## config.mk

```make
export PLATFORM = sky130hd
export DESIGN_NAME = card_number_luhn_classify
export DESIGN_NICKNAME = d
export VERILOG_FILES = /design/src/hdl/cnl_pkg.sv /design/src/hdl/card_number_luhn_classify.sv
export VERILOG_INCLUDE_DIRS = /design/src /design/src/hdl
export SDC_FILE = /design/constraint.sdc
export NUM_CORES = 1
export LEC_CHECK = 0
export ABC_AREA = 1
export ABC_CLOCK_PERIOD_IN_PS = 11300
export BUFFER_PORTS_ARGS = -buffer_cell sky130_fd_sc_hd__buf_2
export CORE_ASPECT_RATIO = 2
export CORE_MARGIN = 2
export CORE_UTILIZATION = 43
export DETAILED_ROUTE_END_ITERATION = 6
export GPL_TIMING_DRIVEN = 0
export SYNTH_ARGS = -nofsm -noshare
export SYNTH_HDL_FRONTEND = slang
export SYNTH_SLANG_ARGS = --single-unit
```

## constraint.sdc

```tcl
create_clock -name clk -period 11.3 [get_ports clk]
set_input_delay 0 -clock clk [delete_from_list [all_inputs] [get_ports clk]]
set_output_delay 0 -clock clk [all_outputs]
set_load 0.02 [all_outputs]
```

## src/hdl/card_number_luhn_classify_defines.svh

```systemverilog
// assertion macros for the card number luhn classifier
// used by card_number_luhn_classify.sv; expects clk and rst_n in scope
`ifndef CARD_NUMBER_LUHN_CLASSIFY_DEFINES_SVH
`define CARD_NUMBER_LUHN_CLASSIFY_DEFINES_SVH

// same-cycle implication, checked outside reset
`define CNL_ASSERT_IMP(name, ante, cons, msg) \
    name: assert property (@(posedge clk) disable iff (!rst_n) (ante) |-> (cons)) \
        else $error(msg);

// next-cycle implication, checked outside reset
`define CNL_ASSERT_NXT(name, ante, cons, msg) \
    name: assert property (@(posedge clk) disable iff (!rst_n) (ante) |=> (cons)) \
        else $error(msg);

`endif

```

## src/hdl/cnl_pkg.sv

```systemverilog
// shared types, constants and the double-dabble adjust for the luhn classifier
// no dependencies
`timescale 1ns / 1ps
`default_nettype none

package cnl_pkg;

    localparam int MAX_DIGITS = 19;
    localparam int BIN_W      = 63;
    localparam int BCD_W      = MAX_DIGITS * 4;
    localparam int BIT_CNT_W  = $clog2(BIN_W);
    localparam int DIG_IDX_W  = $clog2(MAX_DIGITS);
    localparam int COUNT_W    = 5;
    localparam int PAIR_W     = 7;
    localparam int KIND_W     = 2;

    typedef logic [BIN_W-1:0]     bin_t;
    typedef logic [BCD_W-1:0]     bcd_t;
    typedef logic [BIT_CNT_W-1:0] bit_cnt_t;
    typedef logic [DIG_IDX_W-1:0] dig_idx_t;
    typedef logic [COUNT_W-1:0]   count_t;
    typedef logic [PAIR_W-1:0]    pair_t;
    typedef logic [KIND_W-1:0]    kind_t;
    typedef logic [3:0]           digit_t;

    localparam kind_t KIND_INVALID = 2'd0;
    localparam kind_t KIND_AMEX    = 2'd1;
    localparam kind_t KIND_MASTER  = 2'd2;
    localparam kind_t KIND_VISA    = 2'd3;

    localparam pair_t  PAIR_AMEX_A   = 7'd34;
    localparam pair_t  PAIR_AMEX_B   = 7'd37;
    localparam pair_t  PAIR_MASTER_LO = 7'd51;
    localparam pair_t  PAIR_MASTER_HI = 7'd55;
    localparam digit_t LEAD_VISA     = 4'd4;
    localparam count_t LEN_AMEX      = 5'd15;
    localparam count_t LEN_MASTER    = 5'd16;
    localparam count_t LEN_VISA_A    = 5'd13;
    localparam count_t LEN_VISA_B    = 5'd16;

    // add three to every bcd digit of five or more, ready for the next shift
    function automatic bcd_t dabble(bcd_t v);
        bcd_t   r;
        digit_t d;
        r = v;
        for (int k = 0; k < MAX_DIGITS; k++)
        begin
            d = v[k*4 +: 4];
            if (d >= 4'd5)
            begin
                r[k*4 +: 4] = d + 4'd3;
            end
        end
        return r;
    endfunction

endpackage

`default_nettype wire

```

## src/hdl/card_number_luhn_classify.sv

```systemverilog
// luhn check, digit count, leading pair and card class of a binary card number
// one request at a time: in_stall stays high from an accepted request until its result is loaded
// the work is a bit-serial binary-to-bcd shift followed by a one-digit-a-cycle scan
// a finished result sits in the output register while the next request is taken
// rst_n asynchronous active low clears the control state; no result pending after reset
// depends on cnl_pkg and card_number_luhn_classify_defines.svh
`timescale 1ns / 1ps
`default_nettype none

`include "card_number_luhn_classify_defines.svh"

module card_number_luhn_classify
(
    input  wire logic                       clk,
    input  wire logic                       rst_n,
    input  wire logic                       in_valid,
    output logic                            in_stall,
    input  wire logic [cnl_pkg::BIN_W-1:0]  card_number,
    output logic                            out_valid,
    input  wire logic                       out_stall,
    output logic                            luhn_valid,
    output logic [cnl_pkg::KIND_W-1:0]      card_kind,
    output logic [cnl_pkg::COUNT_W-1:0]     digit_count,
    output logic [cnl_pkg::PAIR_W-1:0]      leading_pair
);

    localparam logic [1:0] ST_IDLE = 2'd0;
    localparam logic [1:0] ST_CONV = 2'd1;
    localparam logic [1:0] ST_DIGS = 2'd2;
    localparam logic [1:0] ST_FIN  = 2'd3;

    logic [1:0]        state_reg,   state_next;
    cnl_pkg::bin_t     bin_reg,     bin_next;
    cnl_pkg::bcd_t     bcd_reg,     bcd_next;
    cnl_pkg::bit_cnt_t bit_cnt_reg, bit_cnt_next;
    cnl_pkg::dig_idx_t dig_idx_reg, dig_idx_next;
    cnl_pkg::digit_t   sum_reg,     sum_next;
    cnl_pkg::count_t   count_reg,   count_next;
    cnl_pkg::digit_t   prev_reg,    prev_next;
    cnl_pkg::digit_t   hi_reg,      hi_next;
    cnl_pkg::digit_t   lo_reg,      lo_next;

    logic              out_valid_reg, out_valid_next;
    logic              luhn_reg;
    cnl_pkg::kind_t    kind_reg;
    cnl_pkg::count_t   cnt_out_reg;
    cnl_pkg::pair_t    pair_out_reg;

    logic              in_acc;
    logic              load_out;
    cnl_pkg::bcd_t     bcd_adj;
    cnl_pkg::digit_t   cur_dig;
    cnl_pkg::digit_t   add_val;
    logic [4:0]        sum_tmp;
    logic              res_valid;
    cnl_pkg::pair_t    res_pair;
    cnl_pkg::kind_t    res_kind;

    assign in_stall = (state_reg != ST_IDLE);
    assign in_acc   = in_valid && !in_stall;
    assign load_out = (state_reg == ST_FIN) && (!out_valid_reg || !out_stall);
    assign cur_dig  = bcd_reg[3:0];
    assign bcd_adj  = cnl_pkg::dabble(bcd_reg);

    // luhn contribution: odd places doubled with digits of the product summed
    always_comb
    begin
        if (dig_idx_reg[0])
        begin
            if (cur_dig < 4'd5)
                add_val = {cur_dig[2:0], 1'b0};
            else
                add_val = {cur_dig[2:0], 1'b0} + 4'd7;  // 2d - 9 kept to four bits
        end
        else
        begin
            add_val = cur_dig;
        end
        sum_tmp = {1'b0, sum_reg} + {1'b0, add_val};
    end

    // final classification from the scan registers
    always_comb
    begin
        res_valid = (sum_reg == 4'd0);
        res_pair  = ({3'b000, hi_reg} << 3) + ({3'b000, hi_reg} << 1) + {3'b000, lo_reg};
        res_kind  = cnl_pkg::KIND_INVALID;
        if (res_valid)
        begin
            if (res_pair == cnl_pkg::PAIR_AMEX_A || res_pair == cnl_pkg::PAIR_AMEX_B)
            begin
                if (count_reg == cnl_pkg::LEN_AMEX)
                    res_kind = cnl_pkg::KIND_AMEX;
            end
            else if (res_pair >= cnl_pkg::PAIR_MASTER_LO
                     && res_pair <= cnl_pkg::PAIR_MASTER_HI)
            begin
                if (count_reg == cnl_pkg::LEN_MASTER)
                    res_kind = cnl_pkg::KIND_MASTER;
            end
            else if (hi_reg == cnl_pkg::LEAD_VISA)
            begin
                if (count_reg == cnl_pkg::LEN_VISA_A || count_reg == cnl_pkg::LEN_VISA_B)
                    res_kind = cnl_pkg::KIND_VISA;
            end
        end
    end

    always_comb
    begin
        state_next   = state_reg;
        bin_next     = bin_reg;
        bcd_next     = bcd_reg;
        bit_cnt_next = bit_cnt_reg;
        dig_idx_next = dig_idx_reg;
        sum_next     = sum_reg;
        count_next   = count_reg;
        prev_next    = prev_reg;
        hi_next      = hi_reg;
        lo_next      = lo_reg;

        case (state_reg)
            ST_IDLE:
            begin
                if (in_acc)
                begin
                    bin_next     = card_number;
                    bcd_next     = '0;
                    bit_cnt_next = '0;
                    state_next   = ST_CONV;
                end
            end
            ST_CONV:
            begin
                // one binary bit in per cycle, msb first
                bcd_next     = {bcd_adj[cnl_pkg::BCD_W-2:0], bin_reg[cnl_pkg::BIN_W-1]};
                bin_next     = bin_reg << 1;
                bit_cnt_next = bit_cnt_reg + 1'b1;
                if (bit_cnt_reg == cnl_pkg::bit_cnt_t'(cnl_pkg::BIN_W - 1))
                begin
                    dig_idx_next = '0;
                    sum_next     = '0;
                    count_next   = '0;
                    prev_next    = '0;
                    hi_next      = '0;
                    lo_next      = '0;
                    state_next   = ST_DIGS;
                end
            end
            ST_DIGS:
            begin
                // one decimal digit per cycle, least significant first
                sum_next  = (sum_tmp >= 5'd10) ? 4'(sum_tmp - 5'd10) : sum_tmp[3:0];
                prev_next = cur_dig;
                bcd_next  = bcd_reg >> 4;
                if (cur_dig != 4'd0)
                begin
                    count_next = cnl_pkg::count_t'(dig_idx_reg) + 1'b1;
                    if (dig_idx_reg == '0)
                    begin
                        hi_next = 4'd0;
                        lo_next = cur_dig;
                    end
                    else
                    begin
                        hi_next = cur_dig;
                        lo_next = prev_reg;
                    end
                end
                dig_idx_next = dig_idx_reg + 1'b1;
                if (dig_idx_reg == cnl_pkg::dig_idx_t'(cnl_pkg::MAX_DIGITS - 1))
                    state_next = ST_FIN;
            end
            ST_FIN:
            begin
                if (load_out)
                    state_next = ST_IDLE;
            end
            default:
            begin
                state_next = ST_IDLE;
            end
        endcase
    end

    always_comb
    begin
        out_valid_next = out_valid_reg;
        if (load_out)
            out_valid_next = 1'b1;
        else if (out_valid_reg && !out_stall)
            out_valid_next = 1'b0;
    end

    always_ff @(posedge clk or negedge rst_n)
    begin
        if (!rst_n)
        begin
            state_reg     <= ST_IDLE;
            out_valid_reg <= 1'b0;
            bit_cnt_reg   <= '0;
            dig_idx_reg   <= '0;
        end
        else
        begin
            state_reg     <= state_next;
            out_valid_reg <= out_valid_next;
            bit_cnt_reg   <= bit_cnt_next;
            dig_idx_reg   <= dig_idx_next;
        end
    end

    always_ff @(posedge clk)
    begin
        bin_reg   <= bin_next;
        bcd_reg   <= bcd_next;
        sum_reg   <= sum_next;
        count_reg <= count_next;
        prev_reg  <= prev_next;
        hi_reg    <= hi_next;
        lo_reg    <= lo_next;
        if (load_out)
        begin
            luhn_reg     <= res_valid;
            kind_reg     <= res_kind;
            cnt_out_reg  <= count_reg;
            pair_out_reg <= res_pair;
        end
    end

    assign out_valid    = out_valid_reg;
    assign luhn_valid   = luhn_reg;
    assign card_kind    = kind_reg;
    assign digit_count  = cnt_out_reg;
    assign leading_pair = pair_out_reg;

    `CNL_ASSERT_NXT(a_req_starts_conv, in_valid && !in_stall,
        state_reg == ST_CONV && bit_cnt_reg == '0, "request did not start conversion")
    `CNL_ASSERT_IMP(a_result_from_fin, $rose(out_valid), $past(state_reg) == ST_FIN,
        "result appeared outside the finishing step")
    `CNL_ASSERT_IMP(a_count_bounded, state_reg == ST_DIGS,
        count_reg <= cnl_pkg::count_t'(dig_idx_reg), "digit count ahead of scan position")
    `CNL_ASSERT_IMP(a_fail_is_invalid, out_valid && !luhn_valid,
        card_kind == cnl_pkg::KIND_INVALID, "failed luhn check given a card class")

endmodule

`default_nettype wire
```

==> results.md, run 1 <==
- Clk Latency, worst-skew pair: 0.45 ns
- Final core utilization: 53.0%
- Worst path most repeated cell: nand2_1
- Count of final setup violators: 0
- Drt first pass iters: 7
- Final Wtd Congestion: 0.831
- TritonCTS Sinks: 189
- Max reg flops: 76
- Die W: 113 um
- EDFF count, synth: 175
- DPL Wire Length: 17200 um
- Core Area: 23300 um^2
- Synth-to-Final Area Change: 21.1%
- Total wire length: 24400 um
- Post-DP Area: 11100 um^2
- Maxcap violations: 0
- Critical Path Start Type: flip-flop
- Commonest cells in the netlist: nand2_1 (312), edfxtp_1 (175), inv_1 (143)
- Nets: 1405
- CTS tree: built
- Initial antenna violation count: 0
- CP Cell Sequence: inv_1 > ha_1 > inv_1 > nand2_1 > nand2_1 > xor2_1 > nand2_1 > o21ai_0 > fa_1 > or2_1 > nand2_1 > inv_1 > ha_1 > nand2_1 > nand3_1 > nand2_1 > nand2_1 > nand2_1 > nor2_1
- Final slew viol count: 0
- Mapped Nets: 1233
- Clock Tree Root: clkbuf_16
- Crit-path max cell delay: 0.49 ns
- H-tree Lvls: 4
- CP max FO: 6
- CP Class: flip-flop to flip-flop
- Netlist Area Pre-Place: 10200 um^2
- Crit end category: flip-flop
- Ys flop type: edfxtp_1
- Setup TNS: 0 ns
- All-Layer GR Usage: 20.1%
- Layout cells sized above 1: 12.0%
- Initial Util: 43.8%
- Setup ws final: 8.11 ns
- Grt total ovfl: 0
- Worst slew margin: 46.0%
- Routed Antenna Nets: 0
- Distinct cells, synth: 36
- Via-to-Cell Ratio: 5.18
- DIE AREA: 25100 um^2
- First-pass GRT wire length: 40000 um
- WL/cell: 15.5 um
- Top-area cell type share of the netlist area: 51.4%
- Worst vdd ir: 0.000138 V
- Fill cell total of the finished layout: 2104
- Worst-margin pin slew: 0.810 ns
- I/O pins: 84
- Failing checks: design-rule violations
- Clk_skew: 0.0147 ns
- Post_cts resized: 0
- Clock tree buffer depth: 2
- Via Count: 8132
- Fin crit period: 3.19 ns
- Count leader, synth: nand2_1
- Final hold violations: 0
- Total CTS buffers: 17
- Req. time, crit path: 11.50 ns
- Clock transition at path regs: 0.08 ns
- Dpl ws: 8.08 ns
- Residual DRC: 4
- CP arrival: 3.40 ns
- Synth area leader: edfxtp_1
- Status: complete, but fails checks
- Area of the multi-input gates: 3930 um^2
- Vias in the first global route: 8375
- Row count: 79
- Pwr Density: 302 nW/um^2
- Max frequency: 0.313 GHz
- Hold Crit Class: input port to flip-flop
- Synth warn: 0
- Vert. Die Dim: 222 um
- Cells after Synth: 1103
- Largest net degree at the start of global routing: 68
- Drt initial violations: 439
- Pleak: 5.42 nW
- Sequential area share after synthesis: 54.9%
- Crit-path slowest cell: edfxtp_1
- Cell area after layout: 12400 um^2
- Post-synthesis async set-or-reset flop share: 7.41%
- # diodes: 0
- Ratio of final minimum period to clock period: 28.3%
- Port bufs: 83
- Synthesized flop and latch total: 189
- Syn avg cell area: 9.26 um^2
- Ranking of synthesized cells by area: edfxtp_1 (51%), nand2_1 (11%), ha_1 (7.3%), inv_1 (5.3%), o21ai_0 (5.2%)
- Unrepaired setup endpoints after global routing: no
- Reg area: 5610 um^2
metrics by stage:
stage	power (mW)	instances	hold WS (ns)
floorplan	2.58	1103	-0.296
global placement	3.06	1469	-0.0778
detailed placement	3.10	1472	-0.0819
CTS	3.76	1570	0.0532
global route	4.05	1571	0.0994
finish	3.74	1571	0.0687
critical path: cells and delay by family, from the launching register on:
family	cells	cell delay, ns
simple gates	11	1.02
buf+inv	3	0.26
compound gates	1	0.16
xor+xnor	1	0.17
fa+ha+maj	3	0.86
flops	1	0.49
path summary, 6_finish.rpt:
kind	depth (start not counted)	slack [ns]	from	to
max	19	8.11	bcd_reg[0]$_DFFE_PP_	sum_reg[2]$_SDFFCE_PN0P_
min in group asynchronous	3	0.65	rst_n	dig_idx_reg[0]$_DFFE_PN0P_
min reg2reg	0	0.48	count_reg[2]$_DFFE_PP_	digit_count[2]$_DFFE_PP_
max reg2reg	19	8.11	bcd_reg[0]$_DFFE_PP_	sum_reg[2]$_SDFFCE_PN0P_
min	5	0.07	in_valid	bit_cnt_reg[0]$_DFFE_PN0P_
max in group asynchronous	3	10.21	rst_n	bit_cnt_reg[3]$_DFFE_PN0P_
layer usage:
metal	track usage (%)	part of all wire, %
met1	20.2	36
met2	38.5	56
met3	3.31	2.9
met4	10.7	4.6
met5	0	0
kinds of logic after synthesis:
group / Yosys count / share of synthesized area [%]
buffers and inverters: 178 / 6.81
flip-flops: 189 / 54.9
AND/OR/NAND/NOR: 452 / 17.8
AO/OA/AOI/OAI: 208 / 11.5
adder cells (fa/ha/maj): 63 / 7.94
XOR/XNOR: 13 / 1.11
what timing repair did:
item                                    4_1_cts  5_1_grt
hold buffers                                 66        0
hold endpoints to repair                     79        0
endpoints found under the setup margin        0        0
setup buffers                                 0        0
cell type report:
class,count,area share (%)
well taps,283,2.86
plain buffers,31,1.16
multi-input cells,736,31.8
repair buffers,153,9.52
clock inverters,10,1.00
inverters,147,4.47
flip-flops and latches,189,45.3
clock buffers,22,3.91
cell usage in the layout, fill, tap and decap left out, types with 3 or more instances in the layout:
master / Yosys / layout
nor2_1: 84 / 84
nand4_1: 10 / 10
inv_2: 4 / 3
o32ai_1: 13 / 13
xor2_1: 13 / 13
a21oi_1: 43 / 41
inv_6: 0 / 4
fa_1: 3 / 3
clkbuf_1: 11 / 12
buf_2: 19 / 102
inv_1: 143 / 143
o21ai_1: 6 / 6
or2_2: 3 / 3
buf_16: 0 / 3
clkbuf_16: 0 / 17
o22ai_1: 11 / 11
dlygate4sd3_1: 0 / 66
nor3_1: 7 / 7
dfrtp_1: 14 / 14
a31oi_1: 4 / 4
clkbuf_8: 0 / 4
o21ai_0: 107 / 107
nand3_1: 24 / 24
nand2_1: 312 / 312
o211ai_1: 20 / 20
ha_1: 60 / 60
edfxtp_1: 175 / 175
power by group:
group / switching (mW) / total [mW] / internal (mW)
sequential: 0.179 / 1.45 / 1.27
combinational: 1.13 / 1.66 / 0.532
clock: 0.275 / 0.629 / 0.354
total: 1.58 / 3.74 / 2.16
Note: power is estimated with default switching activity, not from simulation.
==> run 2, diff against run 1 <==
--- a/config.mk
+++ b/config.mk
@@ -7,7 +7,7 @@
 export NUM_CORES = 1
 export LEC_CHECK = 0
 export ABC_AREA = 1
-export ABC_CLOCK_PERIOD_IN_PS = 11300
+export ABC_CLOCK_PERIOD_IN_PS = 3200
 export BUFFER_PORTS_ARGS = -buffer_cell sky130_fd_sc_hd__buf_2
 export CORE_ASPECT_RATIO = 2
 export CORE_MARGIN = 2
==> constraint.sdc (replaced) <==
create_clock -name clk -period 3.2 [get_ports clk]
set_input_delay 0 -clock clk [delete_from_list [all_inputs] [get_ports clk]]
set_output_delay 0 -clock clk [all_outputs]
set_load 0.02 [all_outputs]
==> run 2 against run 1 <==
- the run still ends with design-rule violations left
- clock skew shrank 0.0052 ns
- count of clock-buffer cells in the layout down 1
- critical path depth grew 1
- non-clock buffer count increased by 6
- largest cell class unchanged
- highest routed layer unchanged
==> results.md, run 2 (synthesis gave the netlist of run 1 again) <==
- Via Count: 8253
- Crit end category: flip-flop
- Final slew viol count: 0
- Count of final setup violators: 0
- Pleak: 5.42 nW
- Worst vdd ir: 0.000530 V
- Crit-path max cell delay: 0.42 ns
- Core Area: 23300 um^2
- Initial Util: 43.8%
- Clk_skew: 0.00955 ns
- Worst Setup EP: sum_reg[2]$_SDFFCE_PN0P_
- DPL Wire Length: 17100 um
- Die W: 113 um
- Port bufs: 83
- Nets: 1411
- Pwr Density: 1070 nW/um^2
- Top Layer Used: met4
- Critical Path Start Type: flip-flop
- Clock tree buffer depth: 2
- Reg2reg start: bcd_reg[0]$_DFFE_PP_
- WL/cell: 15.5 um
- Final hold violations: 0
- Vias in the first global route: 8401
- Clk Latency, worst-skew pair: 0.46 ns
- Max reg flops: 76
- Drt initial violations: 427
- Most frequent cells in the layout: nand2_1 (311), edfxtp_1 (175), inv_1 (142), o21ai_0 (105), buf_2 (102)
- Routed met2 length: 13800 um
- Dpl ws: -0.0538 ns
- Routed Antenna Nets: 0
- Status: complete, but fails checks
- Req. time, crit path: 3.41 ns
- Crit path depth: 20
- Fin crit period: 2.97 ns
- Total wire length: 24500 um
- Buf/Inv on CP: 4
- R2R setup slack: 0.23 ns
- Initial antenna violation count: 0
- H-tree Lvls: 4
- Setup ws final: 0.227 ns
- Worst path most repeated cell: nand2_1
- Max frequency: 0.336 GHz
- Failing checks: design-rule violations
- Drt first pass iters: 7
- Fill cell total of the finished layout: 2113
- Residual DRC: 5
- Final Wtd Congestion: 0.841
- Ratio of final minimum period to clock period: 92.9%
- CTS tree: built
- First-pass GRT wire length: 39900 um
- Row count: 79
- Synth-to-Final Area Change: 21.1%
- Leading cell type in the layout, fill and taps excluded: nand2_1
- Overall Power: 13.2 mW
- All-Layer GR Usage: 20.2%
- Delay-heaviest family, CP: simple AND/OR/NAND/NOR gates
- Worst slew margin: 10.3%
- Worst-margin pin slew: 1.35 ns
- CP max FO: 5
- TritonCTS Sinks: 189
- Clock transition at path regs: 0.07 ns
- Crit-path slowest cell: edfxtp_1
- Layout cells sized above 1: 12.5%
- Largest net degree at the start of global routing: 68
- Grt total ovfl: 0
- Clock Tree Root: clkbuf_16
- CP arrival: 3.18 ns
- I/O pins: 84
- CP Cell Sequence: inv_2 > ha_1 > inv_1 > nand2_1 > nand2_2 > nand2_1 > o21ai_1 > ha_2 > inv_1 > fa_2 > or2_1 > nand2_1 > inv_1 > ha_1 > nand2_1 > nand3_2 > nand2_1 > nand2_1 > nand2_1 > nor2_1
- Vert. Die Dim: 222 um
- Critical R2R Capture: sum_reg[2]$_SDFFCE_PN0P_
- Maxcap violations: 0
- Routed met1 length: 8820 um
- Total CTS buffers: 17
- R2R cell count: 20
- DIE AREA: 25100 um^2
- Unrepaired setup endpoints after global routing: no
- Via-to-Cell Ratio: 5.23
- Hold Crit Class: input port to flip-flop
- # diodes: 0
- Worst Setup SP: bcd_reg[0]$_DFFE_PP_
- CP Class: flip-flop to flip-flop
- Met3 WL: 720 um
run 2: worst min-delay path by stage:
stage / startpoint / to / depth (start not counted)
after floorplan: rst_n / bit_cnt_reg[0]$_DFFE_PN0P_ / 0
after detailed placement: rst_n / bit_cnt_reg[4]$_DFFE_PN0P_ / 1
after global routing: in_valid / bit_cnt_reg[0]$_DFFE_PN0P_ / 5
after global placement: rst_n / bit_cnt_reg[5]$_DFFE_PN0P_ / 1
final: in_valid / bit_cnt_reg[0]$_DFFE_PN0P_ / 5
after CTS: in_valid / bit_cnt_reg[0]$_DFFE_PN0P_ / 5
run 2: power by group:
| group | internal [mW] | switching [mW] |
|---|---|---|
| Sequential | 4.49 | 0.621 |
| Combinational | 1.88 | 4.03 |
| Clock | 1.19 | 0.976 |
run 2: area by class of cell:
class	instances	area, um^2	area share (%)
buffer	31	144	1.16
multi-input combinational	736	3940	31.9
inverter	147	553	4.47
tap	283	354	2.86
timing repair buffer	159	1190	9.61
clock inverter	11	134	1.08
clock buffer	21	450	3.64
sequential	189	5610	45.3
run 2: layer usage:
metal	global-route usage [%]	vias to the layer above
li1	-	4069
met1	20.1	3916
met4	11.7	0
met3	3.17	77
met5	0	-
met2	38.6	191
run 2: metrics by stage:
stage	util [%]	instance area (um^2)	setup TNS [ns]	hold slack (ns)	cells
floorplan	-	10200	0	-0.296	1103
global placement	47.1	11000	-0.0317	-0.0802	1469
detailed placement	47.3	11000	-0.0821	-0.0810	1471
CTS	52.7	12300	0	0.0702	1571
global route	53.0	12400	0	0.128	1577
finish	53.0	12400	0	0.0784	1577
run 2: tightest hold or removal path, stage by stage:
cell and delay, ns:
buf_2 0.10, inv_1 0.10, nand2_1 0.12, nand2_1 0.11, a21oi_1 0.07
run 2: what timing repair did:
item                                   CTS  global route
resized for setup                        0             7
setup buffers                            2             5
endpoints found under the hold margin   79             0
pin swaps                                0             2
setup endpoints to repair                2             2
hold buffers                            66             0
==> run 3, diff against run 2 <==
==> constraint.sdc (replaced) <==
create_clock -name clk -period 3.2 [get_ports clk]
set_input_delay 0.96 -clock clk [delete_from_list [all_inputs] [get_ports clk]]
set_output_delay 0.96 -clock clk [all_outputs]
set_load 0.02 [all_outputs]
==> run 3 against run 2 <==
- fmax increased by 0.50%
- critical path depth unchanged
- the run still ends with design-rule violations left
- total power decreased by 0.51%
- count of clock-buffer cells in the layout unchanged
- critical path type unchanged
- sequential cell count unchanged
- largest power group unchanged
- die area unchanged
==> results.md, run 3 (synthesis gave the netlist of run 1 again) <==
- Status: complete, but fails checks
- Failing checks: design-rule violations
- Non-Filler Instances: 1512
- Req. time, crit path: 3.41 ns
- Pwr Density: 1120 nW/um^2
- Initial Util: 43.8%
- Setup TNS: 0 ns
- Clock Tree Root: clkbuf_16
- Ratio of final minimum period to clock period: 92.4%
- Vias in the first global route: 8063
- Total wire length: 23300 um
- Max frequency: 0.338 GHz
- Setup ws final: 0.242 ns
- CTS Hold Bufs: 0
- Vert. Die Dim: 222 um
- Final core utilization: 50.2%
- CP Cell Sequence: inv_2 > ha_1 > inv_1 > nand2_1 > nand2_2 > nand2_1 > o21ai_1 > ha_2 > inv_1 > fa_2 > or2_1 > nand2_1 > inv_1 > ha_1 > nand2_1 > nand3_2 > nand2_1 > nand2_1 > nand2_1 > nor2_1
- Initial antenna violation count: 1
- Total CTS buffers: 17
- Cell area after layout: 11700 um^2
- Port bufs: 83
- Layout cells sized above 1: 13.2%
- All-Layer GR Usage: 19.5%
- Drt first pass iters: 7
- Core Area: 23300 um^2
- Via Count: 7891
- Final slew viol count: 0
- CTS tree: built
- CP arrival: 3.17 ns
- Crit-path max cell delay: 0.41 ns
- Nets: 1345
- Worst vdd ir: 0.000533 V
- Dpl ws: -0.0538 ns
- Final Wtd Congestion: 0.841
- Grt total ovfl: 0
- First-pass GRT wire length: 38400 um
- Clk Latency, worst-skew pair: 0.46 ns
- Largest net degree at the start of global routing: 68
- Fill cell total of the finished layout: 2212
- Hold Crit Class: input port to async pin
- Count of final setup violators: 0
- H-tree Lvls: 4
- Maxcap violations: 0
- Pleak: 5.15 nW
- Clock transition at path regs: 0.07 ns
- Final hold violations: 0
- Clk_skew: 0.00922 ns
- WL/cell: 15.4 um
- Via-to-Cell Ratio: 5.22
- Placed instance count: 1471
- Crit end category: flip-flop
- Row count: 79
- DIE AREA: 25100 um^2
- Overall Power: 13.1 mW
- Unrepaired setup endpoints after global routing: no
- Worst slew margin: 10.7%
- TritonCTS Sinks: 189
- Max reg flops: 76
- Crit-path slowest cell: edfxtp_1
- Leading cell type in the layout, fill and taps excluded: nand2_1
- Drt initial violations: 407
- Clock tree buffer depth: 2
- Reg area: 5610 um^2
- Critical Path Start Type: flip-flop
- Fin crit period: 2.96 ns
- Residual DRC: 5
- Hold slack: 0.395 ns
- Synth-to-Final Area Change: 14.7%
- Area of the multi-input gates: 3940 um^2
- Routed Antenna Nets: 0
- DPL Wire Length: 17100 um
- Post-DP Area: 11000 um^2
- Most frequent cells in the layout: nand2_1 (311), edfxtp_1 (175), inv_1 (142), o21ai_0 (105), buf_2 (102)
- CP max FO: 5
- Die W: 113 um
- CP Class: flip-flop to flip-flop
- I/O pins: 84
- Worst path most repeated cell: nand2_1
- Worst-margin pin slew: 1.34 ns
==> run 3: worst paths after layout <==
check,start,to,slack [ns],cells past startpoint
setup / recovery,bcd_reg[0]$_DFFE_PP_,sum_reg[2]$_SDFFCE_PN0P_,0.24,20
hold / removal,rst_n,dig_idx_reg[4]$_DFFE_PN0P_,0.39,1
setup reg to reg,bcd_reg[0]$_DFFE_PP_,sum_reg[2]$_SDFFCE_PN0P_,0.24,20
hold reg to reg,count_reg[4]$_DFFE_PP_,digit_count[4]$_DFFE_PP_,0.48,0
max in group asynchronous,rst_n,out_valid$_DFFE_PN0P_,2.56,1
min in group clk,count_reg[4]$_DFFE_PP_,digit_count[4]$_DFFE_PP_,0.48,0
==> run 3: final cells by class <==
type | count | share of cell area (%)
Clock inverter | 11 | 1.14
Buffer | 31 | 1.23
Sequential cell | 189 | 47.8
Timing Repair Buffer | 93 | 4.57
Inverter | 147 | 4.72
Antenna cell | 1 | 0.0214
Tap cell | 283 | 3.02
Clock buffer | 21 | 3.84
Multi-Input combinational cell | 736 | 33.6
==> run 3: metal layers <==
metal / vias to the layer above / wire length (um) / track usage [%]
met5: - / 0 / 0
met4: 0 / 920 / 10.4
met1: 3739 / 8440 / 19.4
met2: 156 / 13300 / 37.5
met3: 56 / 682 / 3.17
li1: 3940 / - / -
==> run 3: worst max-delay path: cells and delay by family (launching register included) <==
family          cells  cell delay (ns)
flops               1             0.41
compound gates      1             0.10
fa+ha+maj           4             0.96
buf+inv             4             0.22
simple gates       11             1.01
==> run 3: power by group <==
part / internal, mW / total, mW / switching, mW
Sequential: 4.49 / 5.11 / 0.620
Clock: 1.19 / 2.16 / 0.976
Combinational: 1.84 / 5.84 / 4.00
==> run 3: repair_timing <==
action	CTS	global route
cloned	0	0
pin swaps	0	2
buffers inserted	2	5
endpoints found under the setup margin	2	2
gates resized for setup	0	7
